[src/sv/ssq_pkg.sv]
// Package with the constants, leg codes and helper function of the spiral sequencer.
package ssq_pkg;

    localparam int MAX_RADIUS   = 127;
    localparam int RADIUS_W     = 7;
    localparam int COORD_W      = 8;
    localparam int INDEX_W      = 16;
    localparam int PROGRESS_W   = 8;
    localparam int STEP_W       = 9;
    localparam int RESET_RADIUS = 2;
    localparam int FIRST_STEP   = 2;
    localparam int STEP_GROWTH  = 2;

    typedef enum logic [2:0] {
        LEG_CENTRE = 3'd0,
        LEG_DROP   = 3'd1,
        LEG_RIGHT  = 3'd2,
        LEG_UP     = 3'd3,
        LEG_LEFT   = 3'd4,
        LEG_DOWN   = 3'd5
    } t_leg;

    // Order index of the final cell for a given radius: (2r+1)^2 - 1.
    function automatic logic [INDEX_W-1:0] final_index(input logic [RADIUS_W-1:0] radius);
        logic [RADIUS_W-1:0] r;
        logic [RADIUS_W:0]   side;
        logic [2*RADIUS_W+1:0] sq;
        r    = (radius < RADIUS_W'(MAX_RADIUS)) ? radius : RADIUS_W'(MAX_RADIUS);
        side = {r, 1'b1};
        sq   = (2*RADIUS_W+2)'(side) * (2*RADIUS_W+2)'(side);
        return INDEX_W'(sq - 1'b1);
    endfunction

endpackage

[src/sv/square_spiral_coordinate_sequencer.sv]
// Top level of the square spiral coordinate sequencer.
//
// Each input beat on the i_in_valid / o_in_ready channel advances the spiral by
// one cell, or starts again at the centre when i_restart is set. Each input beat
// yields exactly one output beat on o_out_valid / i_out_ready carrying the cell
// offsets, its order index and a flag on the final cell of the square.
// The beat after the flagged cell returns to the centre.
// The radius register is written through i_cfg_we and i_cfg_wdata; it is
// turned into the final order index at the write, so a change applies at once.
// The output beat follows in the cycle after its input beat. One beat is taken
// every cycle while the receiver keeps up: the next cell comes from the current
// one by one increment and a leg compare, and the result sits in an output
// register, so a new input beat is taken while the held result is taken in the same cycle.
// When the receiver stalls, the output register holds and the input side
// stops taking beats until the result is taken.
// Reset (synchronous, active low) empties the output register, returns the
// walk to the centre and sets the radius to two.
module square_spiral_coordinate_sequencer
    import ssq_pkg::*;
(
    input  logic                      i_clk,
    input  logic                      i_rst_n,
    input  logic                      i_cfg_we,
    input  logic [RADIUS_W-1:0]       i_cfg_wdata,
    input  logic                      i_in_valid,
    output logic                      o_in_ready,
    input  logic                      i_restart,
    output logic                      o_out_valid,
    input  logic                      i_out_ready,
    output logic signed [COORD_W-1:0] o_coord_x,
    output logic signed [COORD_W-1:0] o_coord_y,
    output logic [INDEX_W-1:0]        o_order_index,
    output logic                      o_last
);

    logic [INDEX_W-1:0]        r_final;
    t_leg                      r_leg, n_leg;
    logic signed [COORD_W-1:0] r_pos_x, n_pos_x;
    logic signed [COORD_W-1:0] r_pos_y, n_pos_y;
    logic [PROGRESS_W-1:0]     r_prog, n_prog;
    logic [STEP_W-1:0]         r_step, n_step;
    logic [INDEX_W-1:0]        r_count, n_count;
    logic                      n_last;
    logic                      r_out_valid;

    logic                      in_accept;
    logic [PROGRESS_W-1:0]     prog_inc;
    logic [STEP_W-1:0]         prog_ext;

    assign o_in_ready  = !r_out_valid || i_out_ready;
    assign in_accept   = i_in_valid && o_in_ready;
    assign o_out_valid = r_out_valid;

    assign prog_inc = r_prog + 1'b1;
    assign prog_ext = STEP_W'(prog_inc);

    always_comb begin
        n_pos_x = r_pos_x;
        n_pos_y = r_pos_y;
        n_prog  = r_prog;
        n_step  = r_step;
        n_leg   = r_leg;
        n_count = r_count + 1'b1;
        if (i_restart) begin
            n_pos_x = '0;
            n_pos_y = '0;
            n_prog  = '0;
            n_step  = STEP_W'(FIRST_STEP);
            n_leg   = LEG_DROP;
            n_count = '0;
        end else begin
            unique case (r_leg)
                LEG_DROP: begin
                    n_pos_y = r_pos_y + 1'b1;
                    n_leg   = LEG_RIGHT;
                    n_prog  = '0;
                end
                LEG_RIGHT: begin
                    n_pos_x = r_pos_x + 1'b1;
                    n_prog  = prog_inc;
                    if (prog_ext >= r_step - 1'b1) begin
                        n_leg  = LEG_UP;
                        n_prog = '0;
                    end
                end
                LEG_UP: begin
                    n_pos_y = r_pos_y - 1'b1;
                    n_prog  = prog_inc;
                    if (prog_ext >= r_step) begin
                        n_leg  = LEG_LEFT;
                        n_prog = '0;
                    end
                end
                LEG_LEFT: begin
                    n_pos_x = r_pos_x - 1'b1;
                    n_prog  = prog_inc;
                    if (prog_ext >= r_step) begin
                        n_leg  = LEG_DOWN;
                        n_prog = '0;
                    end
                end
                LEG_DOWN: begin
                    n_pos_y = r_pos_y + 1'b1;
                    n_prog  = prog_inc;
                    if (prog_ext >= r_step) begin
                        n_leg  = LEG_DROP;
                        n_prog = '0;
                        n_step = r_step + STEP_W'(STEP_GROWTH);
                    end
                end
                default: begin
                    n_pos_x = '0;
                    n_pos_y = '0;
                    n_prog  = '0;
                    n_step  = STEP_W'(FIRST_STEP);
                    n_leg   = LEG_DROP;
                    n_count = '0;
                end
            endcase
        end
        n_last = (n_count >= r_final);
        if (n_last) begin
            n_leg = LEG_CENTRE;
        end
    end

    always_ff @(posedge i_clk) begin
        if (!i_rst_n) begin
            r_final     <= final_index(RADIUS_W'(RESET_RADIUS));
            r_leg       <= LEG_CENTRE;
            r_pos_x     <= '0;
            r_pos_y     <= '0;
            r_prog      <= '0;
            r_step      <= STEP_W'(FIRST_STEP);
            r_count     <= '0;
            r_out_valid <= 1'b0;
        end else begin
            if (i_cfg_we) begin
                r_final <= final_index(i_cfg_wdata);
            end
            if (in_accept) begin
                r_leg         <= n_leg;
                r_pos_x       <= n_pos_x;
                r_pos_y       <= n_pos_y;
                r_prog        <= n_prog;
                r_step        <= n_step;
                r_count       <= n_count;
                r_out_valid   <= 1'b1;
                o_coord_x     <= n_pos_x;
                o_coord_y     <= n_pos_y;
                o_order_index <= n_count;
                o_last        <= n_last;
            end else if (i_out_ready) begin
                r_out_valid <= 1'b0;
            end
        end
    end

    a_centre_at_zero: assert property (@(posedge i_clk) disable iff (!i_rst_n)
        o_out_valid && o_order_index == '0 |-> o_coord_x == '0 && o_coord_y == '0)
        else $error("order index zero is not the centre cell");

    a_restart_index: assert property (@(posedge i_clk) disable iff (!i_rst_n)
        in_accept && i_restart |=> o_out_valid && o_order_index == '0)
        else $error("restart did not yield order index zero");

    a_last_returns: assert property (@(posedge i_clk) disable iff (!i_rst_n)
        in_accept && n_last |=> r_leg == LEG_CENTRE && o_last)
        else $error("final cell did not return the walk to the centre");

    a_index_steps: assert property (@(posedge i_clk) disable iff (!i_rst_n)
        in_accept && !i_restart && r_leg != LEG_CENTRE
        |=> o_order_index == $past(r_count) + 1'b1)
        else $error("order index did not advance by one");

endmodule

[config.mk]
export PLATFORM = sky130hd
export DESIGN_NAME = square_spiral_coordinate_sequencer
export DESIGN_NICKNAME = d
export VERILOG_FILES = /design/src/sv/ssq_pkg.sv /design/src/sv/square_spiral_coordinate_sequencer.sv
export SDC_FILE = /design/constraint.sdc
export NUM_CORES = 1
export LEC_CHECK = 0
export ABC_AREA = 1
export BUFFER_PORTS_ARGS = -buffer_cell sky130_fd_sc_hd__buf_4
export CORE_MARGIN = 5
export CORE_UTILIZATION = 53
export CTS_CLUSTER_SIZE = 8
export DETAILED_ROUTE_END_ITERATION = 6
export PLACE_DENSITY = 0.81
export SYNTH_ARGS = -nofsm -noshare
export SYNTH_HDL_FRONTEND = slang
export SYNTH_SLANG_ARGS = --single-unit
[constraint.sdc]
create_clock -name i_clk -period 5.3 [get_ports i_clk]
set_input_delay 0.53 -clock i_clk [delete_from_list [all_inputs] [get_ports i_clk]]
set_output_delay 0.53 -clock i_clk [all_outputs]
set_load 0.05 [all_outputs]
==> results.cfg <==
[clock_network]
cts_setup_buffers = 0
cts-buffers-inserted = 9
clk_pin_slew_worst_paths_ns = 0.06
ctsResizeCount = 0
cts_root_buf = clkbuf_16
clkLatencyLatePin_ns = 0.34
cts_hold_buf = 0
cts_tree = done
clock_path_buffers = 2
cts_sinks = 98
htree_levels = 3

[placed_design]
dpl.hpwl_um = 11400
gp_congestion = 0.898
port-buffer-count = 47
placed_cell_area_um2 = 7920
dp.cells = 1128
pre_cts_ws_ns = 0.269

[pwr]
irDropWorstVdd_v = 0.000166
power.density_nw_per_um2 = 327
leakage_uw = 0.00402

[global_route]
overflow = 0
grtUsageTotal_pct = 18.7
grt_pass1_wl_um = 25300
first_global_vias = 5607
antenna_found_initial = 0
grt_max_degree = 31

[finish]
postLayoutCoreUtil_pct = 59.5
n_fill_cell = 1217
design_area_um2 = 8200
layout-drive-gt1-share_pct = 12.8
nNetsFinal = 1084
syn_to_final_growth_pct = 10.9
diodes = 0
final_cells = 1143

[synth]
synth_area_leaders = dfxtp_1 18%, ha_1 14%, edfxtp_1 13%
syn_nets = 1040
synth_warnings = 0
synth_cell_types = 50
synth_cells = 915
ys_seq_elements = 98
yosysSeqAreaShare_pct = 31.0
syn_area_per_cell_um2 = 8.08
synth_area_leader_cell = dfxtp_1
synth_top_area_share_pct = 17.6
syn_area_um2 = 7390

[timing]
rsz0062_at_grt = false
min_period_over_period_pct = 88.6
finalSetupTns_ns = 0
fmax_ghz = 0.213
period_needed_ns = 4.70
finClkSkew_ns = 0.00907
relSlewSlack_pct = 51.4
slew_violations = 0
worst_slew_pin_slew_ns = 0.727
setup_viol = 0
setup_slack_ns = 0.604
finalHoldViolCount = 0

[setup_path]
cp_num_cells = 23
crit_buf_inv = 7
r2r_cells = 20
r2r_slack_ns = 1.89
critical_path.top_delay_family = adder cells
critical_path.max_stage_delay_ns = 0.52
crit_path_frequent_cell = inv_1
crit_path_cell_trace = buf_4 -> nand2_1 -> inv_1 -> nand4_1 -> inv_1 -> nor2_1 -> inv_1 -> nand2_1 -> inv_1 -> ha_1 -> fa_1 -> fa_1 -> fa_1 -> inv_1 -> ha_1 -> a21oi_1 -> o21ai_0 -> a31oi_1 -> o21ai_0 -> or2_2 -> nand3_1 -> o211ai_1 -> inv_1
required_ns = 5.59
path_max_fanout = 9
critPathKind = primary input to register
cp_slowest_cell = fa_1
critPathCaptureType = register
critPathArrivalTime_ns = 4.98
start_kind = primary input

[die]
die_area_um2 = 16400
core_area_um2 = 13800
start_util_pct = 53.7
die_y_um = 128
fp-row-count = 43
ios = 48
die_w_um = 128

[detailed_routing]
via_count = 5896
ant_nets = 0
met2_wirelength_um = 7010
first_iter_violations = 372
wl_met3_um = 523
drt-wirelength-per-cell_um = 12.8
drt-met1-wl_um = 6910
drc = 0
highest_layer = met4
vias_per_cell = 5.16
dr.pass1.iters = 4
wl_um = 14700

[min_path]
hold_depth = 2
hold_path.class = primary input to register

[status]
status = complete, no violations

[run]
cap_violations = 0
## per-stage QoR
stage | hold WS (ns) | total power, µW
after floorplan | 0.442 | 1830
after detailed placement | 0.464 | 2070
after global routing | 0.466 | 2920
final | 0.453 | 2680
after CTS | 0.440 | 2700
after global placement | 0.458 | 2040
## per-layer routing
layer / GRT usage (%) / vias to the layer above
met1: 24.1 / 2695
met4: 5.87 / 0
met2: 32.3 / 116
met5: 0 / -
met3: 2.46 / 19
li1: - / 3066
## cells in the mapped netlist (all sizes together)
cell type,count
nand3b,2
a21boi,1
nor2,66
buf,10
ha,80
nand2,165
inv,175
clkinv,2
a21oi,75
o21bai,5
clkbuf,10
o311ai,2
nand3,36
a31oi,2
fa,32
edfxtp,33
nor4,1
a21o,3
o21ai,55
o31ai,1
o22ai,8
nand4,11
o211ai,3
xor2,29
dfxtp,65
nor3,13
xnor2,5
o21a,1
o2111ai,2
a22o,9
nor3b,2
a211oi,5
or2,6
## worst reg2reg max path: stages (launching register included)
cell	delay, ns
dfxtp_1	0.45
inv_1	0.10
a21oi_1	0.23
nor2_1	0.08
nor2_1	0.09
buf_4	0.19
inv_1	0.15
nor3_1	0.46
ha_1	0.35
nand2_1	0.07
nor2_1	0.03
o21ai_0	0.06
o211ai_1	0.12
a21oi_1	0.19
o21bai_1	0.16
nor2_1	0.23
nand2_2	0.13
nand2_2	0.08
nand2_1	0.05
nand2_1	0.07
nor2_2	0.03
## registers in the layout, indices dropped and copies added, names as in the netlist
signal	count
o_coord_x	8
o_coord_y	8
o_last	1
o_order_index	16
o_out_valid	1
r_count	16
r_final	13
r_leg	3
r_pos_x	8
r_pos_y	8
r_prog	8
r_step	8
## cells by family after synthesis
kind of cell | share of synthesized area, %
compound gates | 13.7
simple gates | 18.7
fa+ha+maj | 22.2
flops | 31.0
xor+xnor | 4.03
buf+inv | 10.3
## power breakdown
group / internal [µW] / switching (µW)
Sequential: 835 / 29.1
Clock: 360 / 264
Combinational: 455 / 738
## path summary, 6_finish.rpt
path	startpoint	end
max	i_cfg_wdata[2]	r_final[12]
min	i_cfg_we	r_final[3]
max reg2reg	r_leg[1]	r_leg[0]
min reg2reg	r_final[4]	r_final[4]
## cells in the final DEF, fill, tap and decap left out, types with 5 or more instances in the layout
cell | Yosys | layout
or2_2 | 5 | 5
a22o_1 | 9 | 9
edfxtp_1 | 33 | 33
o21ai_1 | 9 | 9
buf_4 | 0 | 53
nor2_2 | 8 | 8
ha_1 | 80 | 80
clkbuf_16 | 0 | 9
dfxtp_1 | 65 | 65
o22ai_1 | 8 | 8
fa_1 | 32 | 32
nand2_2 | 8 | 8
nand4_1 | 10 | 10
nor2_1 | 53 | 52
nand2_1 | 155 | 155
o21ai_0 | 45 | 45
a21oi_2 | 7 | 7
o21bai_1 | 5 | 5
inv_1 | 162 | 162
nor2_4 | 4 | 5
xor2_1 | 29 | 29
inv_2 | 13 | 13
nor3_1 | 12 | 12
xnor2_1 | 5 | 5
a21oi_1 | 68 | 68
nand3_1 | 34 | 34
## area by class of cell
| class | instances | area, µm² | area share [%] |
|---|---|---|---|
| clock buffer | 11 | 233 | 2.84 |
| clock inverter | 4 | 43.8 | 0.534 |
| sequential | 98 | 2290 | 28.0 |
| multi-input combinational | 620 | 4340 | 52.9 |
| inverter | 177 | 666 | 8.12 |
| tap | 180 | 225 | 2.75 |
| timing repair buffer | 53 | 398 | 4.85 |
Note: power is estimated with default switching activity, not from simulation.
